===== src/rtl/ddo_pkg.sv =====
// shared types, constants and tables for the differential drive odometry block
package ddo_pkg;

	localparam int unsigned TABLE_IDX_W = 5;
	localparam logic signed [33:0] CORDIC_GAIN = 34'sd652032874;
	localparam logic signed [47:0] POS_MAX = 48'sh7FFF_FFFF_FFFF;
	localparam logic signed [47:0] POS_MIN = 48'sh8000_0000_0000;

	localparam logic REG_DIST_PER_TICK = 1'b0;
	localparam logic REG_TURN_PER_DIST = 1'b1;

	localparam logic CMD_UPDATE = 1'b0;
	localparam logic CMD_LOAD   = 1'b1;

	typedef struct packed {
		logic               command;
		logic signed [31:0] left_count;
		logic signed [31:0] right_count;
		logic signed [47:0] new_x;
		logic signed [47:0] new_y;
		logic        [31:0] new_heading;
	} in_item_t;

	typedef struct packed {
		logic signed [47:0] pose_x;
		logic signed [47:0] pose_y;
		logic        [31:0] pose_heading;
	} out_item_t;

	typedef enum logic [3:0] {
		ST_IDLE,
		ST_MUL_A,
		ST_MUL_L,
		ST_MUL_H,
		ST_CINIT,
		ST_CSTEP,
		ST_TRIG,
		ST_PART0,
		ST_PART1,
		ST_ADD,
		ST_HEAD,
		ST_DONE
	} state_t;

	typedef enum logic [3:0] {
		DP_NONE,
		DP_ACCEPT,
		DP_MUL_A,
		DP_MUL_L,
		DP_MUL_H,
		DP_CINIT,
		DP_CSTEP,
		DP_TRIG,
		DP_PART0,
		DP_PART1,
		DP_ADD,
		DP_HEAD,
		DP_RESULT
	} dp_op_t;

	typedef struct packed {
		dp_op_t                 op;
		logic                   axis;
		logic [TABLE_IDX_W-1:0] step;
	} dp_cmd_t;

	// arctangent of 2^-i in binary angle units
	function automatic logic [31:0] atan_bam(input logic [TABLE_IDX_W-1:0] i);
		logic [31:0] r;
		case (i)
			5'd0:  r = 32'h20000000;
			5'd1:  r = 32'h12E4051E;
			5'd2:  r = 32'h09FB385B;
			5'd3:  r = 32'h051111D4;
			5'd4:  r = 32'h028B0D43;
			5'd5:  r = 32'h0145D7E1;
			5'd6:  r = 32'h00A2F61E;
			5'd7:  r = 32'h00517C55;
			5'd8:  r = 32'h0028BE53;
			5'd9:  r = 32'h00145F2F;
			5'd10: r = 32'h000A2F98;
			5'd11: r = 32'h000517CC;
			5'd12: r = 32'h00028BE6;
			5'd13: r = 32'h000145F3;
			5'd14: r = 32'h0000A2F9;
			5'd15: r = 32'h0000517C;
			5'd16: r = 32'h000028BE;
			5'd17: r = 32'h0000145F;
			5'd18: r = 32'h00000A2F;
			5'd19: r = 32'h00000517;
			5'd20: r = 32'h0000028B;
			5'd21: r = 32'h00000145;
			5'd22: r = 32'h000000A2;
			5'd23: r = 32'h00000051;
			5'd24: r = 32'h00000028;
			5'd25: r = 32'h00000014;
			5'd26: r = 32'h0000000A;
			5'd27: r = 32'h00000005;
			5'd28: r = 32'h00000002;
			5'd29: r = 32'h00000001;
			default: r = 32'h00000000;
		endcase
		return r;
	endfunction

endpackage


===== src/rtl/ddo_ctrl.sv =====
// sequencing state machine for the odometry datapath
module ddo_ctrl #(
	parameter int CORDIC_STEPS = 24
) (
	input  logic             clk,
	input  logic             arst_n,
	input  logic             in_valid,
	input  logic             in_command,
	output logic             in_stall,
	output logic             out_valid,
	input  logic             out_stall,
	output ddo_pkg::dp_cmd_t cmd
);
	import ddo_pkg::*;

	localparam int IW = (CORDIC_STEPS > 1) ? $clog2(CORDIC_STEPS) : 1;
	localparam logic [IW-1:0] LAST_STEP = IW'(CORDIC_STEPS - 1);

	state_t        state_q, state_d;
	logic [IW-1:0] step_q, step_d;
	logic          axis_q, axis_d;
	logic          out_valid_q, out_valid_d;

	always_ff @(posedge clk or negedge arst_n) begin
		if (!arst_n) begin
			state_q     <= ST_IDLE;
			step_q      <= '0;
			axis_q      <= 1'b0;
			out_valid_q <= 1'b0;
		end else begin
			state_q     <= state_d;
			step_q      <= step_d;
			axis_q      <= axis_d;
			out_valid_q <= out_valid_d;
		end
	end

	always_comb begin
		state_d     = state_q;
		step_d      = step_q;
		axis_d      = axis_q;
		out_valid_d = out_valid_q && out_stall;
		cmd.op      = DP_NONE;
		cmd.axis    = axis_q;
		cmd.step    = TABLE_IDX_W'(step_q);
		in_stall    = 1'b1;
		case (state_q)
			ST_IDLE: begin
				in_stall = 1'b0;
				if (in_valid) begin
					cmd.op  = DP_ACCEPT;
					state_d = (in_command == CMD_LOAD) ? ST_DONE : ST_MUL_A;
				end
			end
			ST_MUL_A: begin
				cmd.op  = DP_MUL_A;
				state_d = ST_MUL_L;
			end
			ST_MUL_L: begin
				cmd.op  = DP_MUL_L;
				state_d = ST_MUL_H;
			end
			ST_MUL_H: begin
				cmd.op  = DP_MUL_H;
				state_d = ST_CINIT;
			end
			ST_CINIT: begin
				cmd.op  = DP_CINIT;
				step_d  = '0;
				state_d = ST_CSTEP;
			end
			ST_CSTEP: begin
				cmd.op = DP_CSTEP;
				step_d = step_q + 1'b1;
				if (step_q == LAST_STEP) begin
					axis_d  = 1'b0;
					state_d = ST_TRIG;
				end
			end
			ST_TRIG: begin
				cmd.op  = DP_TRIG;
				state_d = ST_PART0;
			end
			ST_PART0: begin
				cmd.op  = DP_PART0;
				state_d = ST_PART1;
			end
			ST_PART1: begin
				cmd.op  = DP_PART1;
				state_d = ST_ADD;
			end
			ST_ADD: begin
				cmd.op = DP_ADD;
				axis_d = 1'b1;
				// x first, then the same steps again for y
				state_d = axis_q ? ST_HEAD : ST_TRIG;
			end
			ST_HEAD: begin
				cmd.op  = DP_HEAD;
				state_d = ST_DONE;
			end
			ST_DONE: begin
				if (!out_valid_q || !out_stall) begin
					cmd.op      = DP_RESULT;
					out_valid_d = 1'b1;
					state_d     = ST_IDLE;
				end
			end
			default: state_d = ST_IDLE;
		endcase
	end

	assign out_valid = out_valid_q;

endmodule


===== config.mk =====
export PLATFORM = sky130hd
export DESIGN_NAME = ddo_ctrl
export DESIGN_NICKNAME = d
export VERILOG_FILES = /design/src/rtl/ddo_pkg.sv /design/src/rtl/ddo_ctrl.sv
export SDC_FILE = /design/constraint.sdc
export NUM_CORES = 1
export LEC_CHECK = 0
export BUFFER_PORTS_ARGS = -buffer_cell sky130_fd_sc_hd__buf_4
export CAP_MARGIN = 10
export CORE_UTILIZATION = 45
export CTS_CLUSTER_SIZE = 30
export DETAILED_ROUTE_END_ITERATION = 7
export GPL_TIMING_DRIVEN = 0
export PLACE_DENSITY_LB_ADDON = 0.15
export SYNTH_ARGS = -nofsm -noshare
export SYNTH_HDL_FRONTEND = slang
export SYNTH_SLANG_ARGS = --single-unit

===== constraint.sdc =====
create_clock -name clk -period 3.7 [get_ports clk]
set_input_delay 0.74 -clock clk [delete_from_list [all_inputs] [get_ports clk]]
set_output_delay 0.74 -clock clk [all_outputs]
set_load 0.1 [all_outputs]

; Word-level counts from Yosys, hierarchy flattened
; Cells that the tools add are included.
[classes]
n_addsub = 1
n_eq_ne = 15
mux = 15
reduce_logical = 9
[ops]
columns = op, count
row1 = 4-bit one-hot mux with 12 select lines, 2
row2 = 4-bit 2-to-1 mux, 6
row3 = "4-bit by 3-bit equality test with 1-bit output, second input constant", 4
row4 = "4-bit equality test, second input constant", 4
row5 = 5-bit one-hot mux with 2 select lines, 1
row6 = "4-bit by 2-bit equality test with 1-bit output, second input constant", 2
row7 = "2-bit != test, second input constant", 3
row8 = "5-bit by 1-bit adder with 5-bit output, second input constant", 1
row9 = "5-bit equality test, second input constant", 1
row10 = 1-bit 2-to-1 mux, 5
row11 = "4-bit by 1-bit equality test with 1-bit output, second input constant", 1
row12 = 4-bit logical NOT, 1
row13 = 2-bit nonzero test, 2
row14 = 3-bit AND reduction, 1
row15 = 1-bit logical NOT, 2
row16 = 1-bit one-hot mux with 2 select lines, 1
row17 = 2-bit AND reduction, 1
row18 = 1-bit logical AND, 1
row19 = 1-bit logical OR, 1
[totals]
ff_bits = 11
inputBits = 5
output_inout_bits = 12
word_cells = 44

; Longest topological paths before layout
; Gate-level depths: netlist of run 1.
[logic_depth]
ltp_word = 4
mapped_depth = 5
ltp_nobuf = 5

; Worst setup path after synthesis of run 1
; No wires, ideal clock.
[synth_timing]
path_kind = flip-flop to output port
start = reg out_valid_q, in the netlist out_valid
end = out cmd[8] in the netlist's numbering
arrival_ps = 3162
t_required_ps = 2960
slack_ps = -202
stages_incl_launch_ff = 4
n_path_buf = 0
cell_sequence = dfrtp_1 nand2_1 o21ai_1 o21ai_0
[synth_lines]
columns = element, line
row1 = from (decl), ddo_ctrl.sv:22  ; logic out_valid_q, out_valid_d;
row2 = from (signal assigned), ddo_ctrl.sv:34  ; out_valid_q <= out_valid_d;
row3 = to (decl), ddo_ctrl.sv:12  ; output ddo_pkg::dp_cmd_t cmd

==> qor_table.md, run 1 <==
| Step | Result | Value |
| --- | --- | --- |
| layout | Antenna cell count | 0 |
| place | Weighted congestion reported at the end of routability-driven placement | 0.766 |
| layout | Fraction of the core area covered by cells at the end of the flow | 0.629 |
| yosys | Fraction of synthesized cell area taken by the top area cell type | 0.391 |
| routing | First-pass DRT Iterations | 4 |
| routing | Vias | 621 |
| clock tree | Num CTS Buffers | 3 |
| grt | Pin count of the biggest net entering global routing | 12 |
| critical path | Max Fanout on Critical Path | 10 |
| critical path | Cells traversed along the worst timing path | buf_6, a221oi_2, buf_4 |
| critical path | Worst path max stage delay | 0.42 ns |
| floorplanning | Top Ports | 17 |
| timing | Setup TNS | 0 ns |
| timing | Clock skew after layout | 0.00992 ns |
| critical path | Type of the worst setup path | flip-flop to output port |
| clock tree | Number of H-tree branching levels | 1 |
| timing | Number of failing hold endpoints at the final stage | 0 |
| floorplanning | Core Region | 0.00138 mm2 |
| timing | Minimum clock period after layout | 2.23 ns |
| run status | Result of the run | finished clean |
| routing | Violation count after the first detailed-route iteration | 9 |
| clock tree | Count of hold-fix buffers inserted at cts | 0 |
| grt | Number of global-route vias before repair | 529 |
| clock tree | Clock root buffer | sky130_fd_sc_hd__clkbuf_4 |
| yosys | Top cells by area in the synthesized netlist | sky130_fd_sc_hd__dfrtp_1 (39%), sky130_fd_sc_hd__o21ai_1 (5.0%), sky130_fd_sc_hd__nand2_1 (4.8%) |
| yosys | Sequential fraction of the synthesis area | 0.391 |
| timing | Final worst path period share | 0.602 |
| timing | # setup viols final | 0 |
| routing | DRT Wirelength | 1420 um |
| critical path | Library cell contributing the largest single delay on the critical path | sky130_fd_sc_hd__dfrtp_1 |
| yosys | Instance count of the mapped netlist | 78 |
| yosys | Top flip-flop cell by instance count after synthesis | sky130_fd_sc_hd__dfrtp_1 |
| clock tree | Clock network latency to the later pin of the worst-skew pair | 0.27 ns |
| yosys | Post-synthesis cell type count | 35 |
| yosys | Number of warning messages in the yosys log | 0 |
| clock tree | Number of gates given a new drive strength after cts | 0 |
| routing | Residual DRC count | 0 |
| yosys | Async S/R FF share, synth | 1.00 |
| floorplanning | Floorplan die width | 41.6 um |
| clock tree | Clk pin slew, worst setup/hold paths | 0.07 ns |
| grt | First-pass GRT wire length | 2350 um |
| critical path | Crit. End Element | output port |
| clock tree | CTS tree | done |
| routing | WL per Instance | 12.6 um |
| routing | Number of antenna-violating nets in the routed design | 0 |
| run | Maxcap violations | 0 |
| critical path | Arrival @ worst endpoint | 1.49 ns |
| place | Placed wire-length estimate | 1080 um |
| critical path | Startpoint type of the worst setup path | flip-flop |
| floorplanning | Die ar. | 0.00173 mm2 |
| floorplanning | Die Span Y | 41.6 um |
| timing | Final number of max-transition violations | 0 |
| timing | Unrepaired setup endpoints after global routing | no |
| clock tree | CTS Sinks | 11 |
| yosys | Synth Register Bits | 11 |
| yosys | Number of synthesized flops with an enable pin | 0 |
| critical path | Flop2flop setup slack | 2.29 ns |
| grt | Total gr overflow | 0 |
| timing | Top achievable clock speed | 0.449 GHz |
| grt | Number of antenna violations at the first check in global routing | 0 |
| yosys | Synthesized area divided by synthesized cell count | 9.03 um2 |
| layout | P&R area growth vs syn | 23.4% |
| grt | Total routing usage reported by global routing | 0.181 |
| floorplanning | Starting density of the core | 0.510 |
| yosys | Leading area contributor after synthesis | sky130_fd_sc_hd__dfrtp_1 |
| timing | Max-slew headroom at the worst pin | 0.760 |
| timing | Worst-margin pin slew | 0.358 ns |
| floorplanning | Site row count | 13 |
| clock tree | Buffers inserted by post-CTS timing repair | 0 |
| worst hold path | Type of the most critical hold path | input pin to async pin |
| critical path | Data required time at the worst endpoint | 2.96 ns |
| place | I/O Buffers | 16 |
| yosys | Post-synthesis instance area | 704 um2 |
| yosys | Post-Synthesis Net Count | 84 |
| layout | Number of fill cells in the layout | 117 |
| clock tree | Maximum buffer depth of the clock tree | 2 |
| layout | Total Nets Final | 105 |
| routing | Per-cell via count in the routed design | 5.50 |
| layout | Fraction of final layout cells sized beyond drive strength 1 | 0.316 |
[worst max-delay path, delay by kind of cell (launching register included)]
kind / cells / cell delay [ns]
compound gates: 1 / 0.29
buf+inv: 2 / 0.50
flops: 1 / 0.42
[path summary, 6_finish.rpt]
| path | from | cells past startpoint | to |
|---|---|---|---|
| setup reg to reg | step_q[0] | 5 | state_q[1] |
| max in group asynchronous | arst_n | 1 | state_q[1] |
| setup / recovery | state_q[2] | 3 | cmd[6] |
| min in group clk | step_q[2] | 1 | step_q[2] |
| hold reg to reg | step_q[2] | 1 | step_q[2] |
| hold / removal | arst_n | 1 | step_q[4] |
[synthesized netlist by cell type, types with 2 or more instances]
cell type,n
sky130_fd_sc_hd__buf_4,2
sky130_fd_sc_hd__nor3_1,2
sky130_fd_sc_hd__o21ai_0,4
sky130_fd_sc_hd__nand2_1,9
sky130_fd_sc_hd__nor2_1,5
sky130_fd_sc_hd__xor2_1,2
sky130_fd_sc_hd__dfrtp_1,11
sky130_fd_sc_hd__inv_2,2
sky130_fd_sc_hd__o21ai_1,7
sky130_fd_sc_hd__nand3_1,3
sky130_fd_sc_hd__buf_6,3
sky130_fd_sc_hd__a21oi_1,5
[kinds of logic after synthesis]
group | count (synthesis) | synth area share
compound gates | 25 | 0.224
xor+xnor | 3 | 0.0373
fa+ha+maj | 1 | 0.0178
buf+inv | 9 | 0.0906
flops | 11 | 0.391
simple gates | 29 | 0.240
[flip-flops by register name (all words and copies together), names as in the netlist]
| register | count |
|---|---|
| axis_q | 1 |
| out_valid | 1 |
| step_q | 5 |
| state_q | 4 |
[metal layers]
metal,track usage,up-vias,share of wire
met1,0.258,284,0.50
met4,0.0387,0,0.015
met2,0.253,10,0.44
met5,0,-,0
li1,-,322,-
met3,0.0783,5,0.047
[through the flow]
stage / setup WS (ns) / hold WS, ns / cells / area, um2
after detailed placement: 1.50 / 0.540 / 109 / 843
after global routing: 1.38 / 0.284 / 113 / 870
after global placement: 1.51 / 0.523 / 109 / 843
final: 1.47 / 0.285 / 113 / 870
after CTS: 1.46 / 0.287 / 113 / 870
after floorplan: 0.552 / 0.444 / 78 / 704
[cells in the final DEF (no fill, tap or decap), types with 2 or more instances in the layout]
cell type                  instances
sky130_fd_sc_hd__dfrtp_1          11
sky130_fd_sc_hd__o21ai_0           2
sky130_fd_sc_hd__nand2_1           9
sky130_fd_sc_hd__a21oi_1           5
sky130_fd_sc_hd__buf_4            18
sky130_fd_sc_hd__nor3_1            2
sky130_fd_sc_hd__buf_6             3
sky130_fd_sc_hd__xor2_1            2
sky130_fd_sc_hd__clkbuf_4          3
sky130_fd_sc_hd__o21ai_1           9
sky130_fd_sc_hd__nor2_1            5
sky130_fd_sc_hd__inv_2             2
sky130_fd_sc_hd__nand3_1           3
[cell type report]
class	count	area [um2]	share of cell area
multi-input combinational	58	365	0.420
sequential	11	275	0.317
timing repair buffer	16	120	0.138
buffer	5	48.8	0.0561
clock buffer	4	26.3	0.0302
tap	15	18.8	0.0216
inverter	4	15.0	0.0173
Power of run 1 is not shown: default switching activity piles up to over one toggle a cycle in this logic, so the estimate is an artifact.
==> run 2: changes to the inputs <==
clock period = 2.05 ns   (was 3.7 ns; I/O delays follow)
==> run 2 against run 1 <==
Non-clock buffer count rose by 1. Critical path depth grew 1. Via count grew 3.5%. Final cell count grew 0.88%.
==> qor_table.md, run 2 (synthesis gave the netlist of run 1 again) <==
| Step | Result | Value |
| --- | --- | --- |
| clock tree | Maximum buffer depth of the clock tree | 2 |
| critical path | Type of the worst setup path | flip-flop to output port |
| layout | P&R area growth vs syn | 29.1% |
| layout | Filler-free cell count of the finished design | 114 |
| layout | Number of flip-flops in the largest register | 5 |
| clock tree | Num CTS Buffers | 3 |
| critical path | Cells traversed along the worst timing path | buf_6, nand2b_1, o21ai_4, buf_4 |
| floorplanning | Floorplan die width | 41.6 um |
| critical path | Library cell contributing the largest single delay on the critical path | sky130_fd_sc_hd__dfrtp_1 |
| run | Maxcap violations | 0 |
| timing | Final number of max-transition violations | 0 |
| place | I/O Buffers | 16 |
| layout | Total Nets Final | 106 |
| layout | Antenna cell count | 0 |
| critical path | Max Fanout on Critical Path | 10 |
| layout | Regs by FF count | step_q (5), state_q (4) |
| routing | Vias | 643 |
| critical path | Crit. End Element | output port |
| clock tree | CTS tree | done |
| critical path | Category of cells accounting for the largest share of critical-path delay | buffers and inverters |
| critical path | Stages on worst setup path | 4 |
| routing | First-pass DRT Iterations | 4 |
| floorplanning | Top Ports | 17 |
| grt | Total routing usage reported by global routing | 0.199 |
| place | Dpl cells | 109 |
| grt | Number of global-route vias before repair | 595 |
| layout | Top library cells by usage in the layout, fill and taps aside | sky130_fd_sc_hd__buf_4 (18), sky130_fd_sc_hd__dfrtp_1 (11), sky130_fd_sc_hd__nand2_1 (9), sky130_fd_sc_hd__o21ai_1 (7), sky130_fd_sc_hd__nor2_1 (5) |
| floorplanning | Core Region | 0.00138 mm2 |
| timing | Minimum clock period after layout | 1.94 ns |
| layout | Fraction of final layout cells sized beyond drive strength 1 | 0.343 |
| floorplanning | Die Span Y | 41.6 um |
| layout | Most common cell after layout, fill and taps aside | sky130_fd_sc_hd__buf_4 |
| grt | Number of antenna violations at the first check in global routing | 0 |
| worst hold path | Type of the most critical hold path | input pin to flip-flop |
| floorplanning | Site row count | 13 |
| layout | Number of fill cells in the layout | 121 |
| grt | Total gr overflow | 0 |
| run status | Result of the run | finished clean |
| timing | Worst-margin pin slew | 0.367 ns |
| critical path | Arrival @ worst endpoint | 1.53 ns |
| timing | Number of failing hold endpoints at the final stage | 0 |
| routing | Per-cell via count in the routed design | 5.64 |
| worst hold path | Instance count along the most critical hold path | 3 |
| timing | Max-slew headroom at the worst pin | 0.753 |
| clock tree | Clk pin slew, worst setup/hold paths | 0.07 ns |
| grt | First-pass GRT wire length | 2620 um |
| place | Weighted congestion reported at the end of routability-driven placement | 0.758 |
| clock tree | CTS Sinks | 11 |
| clock tree | Clock root buffer | sky130_fd_sc_hd__clkbuf_4 |
| critical path | Startpoint type of the worst setup path | flip-flop |
| timing | Unrepaired setup endpoints after global routing | no |
| timing | Final worst path period share | 0.945 |
| routing | DRT Wirelength | 1540 um |
| place | Placed wire-length estimate | 1160 um |
| floorplanning | Die ar. | 0.00173 mm2 |
| critical path | Worst path max stage delay | 0.42 ns |
| clock tree | Clock network latency to the later pin of the worst-skew pair | 0.27 ns |
| critical path | Data required time at the worst endpoint | 1.64 ns |
| timing | Top achievable clock speed | 0.516 GHz |
| critical path | Logic depth of the worst register-to-register path | 5 |
| routing | WL per Instance | 13.5 um |
| grt | Pin count of the biggest net entering global routing | 12 |
| timing | # setup viols final | 0 |
| routing | Number of antenna-violating nets in the routed design | 0 |
| floorplanning | Starting density of the core | 0.510 |
| routing | Violation count after the first detailed-route iteration | 13 |
| routing | Residual DRC count | 0 |
| clock tree | Number of H-tree branching levels | 1 |
| critical path | Sum of buffers and inverters on the critical path | 2 |
| timing | Clock skew after layout | 0.00529 ns |
| layout | Register containing the most flip-flops in the final layout | step_q |
==> run 2: cell count changes in the layout (fill, tap and decap cells not counted) <==
cell	previous run	this run
sky130_fd_sc_hd__a21oi_1	5	4
sky130_fd_sc_hd__a21oi_2	0	1
sky130_fd_sc_hd__a221oi_2	1	0
sky130_fd_sc_hd__a221oi_4	0	1
sky130_fd_sc_hd__dlygate4sd3_1	0	1
sky130_fd_sc_hd__o21ai_1	9	7
sky130_fd_sc_hd__o21ai_2	0	1
sky130_fd_sc_hd__o21ai_4	0	1
==> run 2: worst min-delay path, delay by kind of cell <==
kind	cells	cell delay [ns]
compound gates	1	0.08
buf+inv	1	0.07
simple gates	1	0.08
==> run 2: path summary, 6_finish.rpt <==
kind                            startpoint          to  slack (ns)
worst max-delay path            state_q[2]      cmd[9]        0.11
worst min-delay path             out_stall   out_valid        0.41
worst max register to register   step_q[0]  state_q[1]        0.61
worst min register to register   step_q[0]   step_q[0]        0.55
max in group asynchronous           arst_n  state_q[0]        1.39
min in group asynchronous           arst_n   step_q[2]        0.51
==> run 2: cell type report <==
type	instances	area [um2]	share of cell area
clock buffers	4	26.3	0.0289
plain buffers	5	48.8	0.0536
repair buffers	17	130	0.143
multi-input cells	58	395	0.435
well taps	15	18.8	0.0206
flip-flops and latches	11	275	0.303
inverters	4	15.0	0.0165
==> run 2: layer usage <==
metal | up-vias | routed length [um] | GRT usage
met5 | - | 0 | 0
met2 | 15 | 738 | 0.316
met1 | 301 | 730 | 0.258
met3 | 2 | 58 | 0.0783
li1 | 325 | - | -
met4 | 0 | 10 | 0.0387
==> run 2: metrics by stage <==
step / hold slack (ns) / area, um2 / utilization / TNS (ns) / worst slack, ns
final: 0.413 / 910 / 0.658 / 0 / 0.113
after global placement: 0.250 / 873 / 0.632 / 0 / 0.409
after floorplan: 0.114 / 734 / - / -0.247 / -0.247
after CTS: 0.413 / 910 / 0.658 / 0 / 0.0981
after detailed placement: 0.252 / 873 / 0.632 / 0 / 0.396
after global routing: 0.424 / 910 / 0.658 / 0 / 0.0443
==> run 2: timing repair <==
item | in CTS | in global routing
setup buffers | 0 | 0
gates resized for setup | 0 | 0
endpoints found under the hold margin | 11 | 0
hold buffers | 1 | 0
Power of run 2 is left out for the same reason.
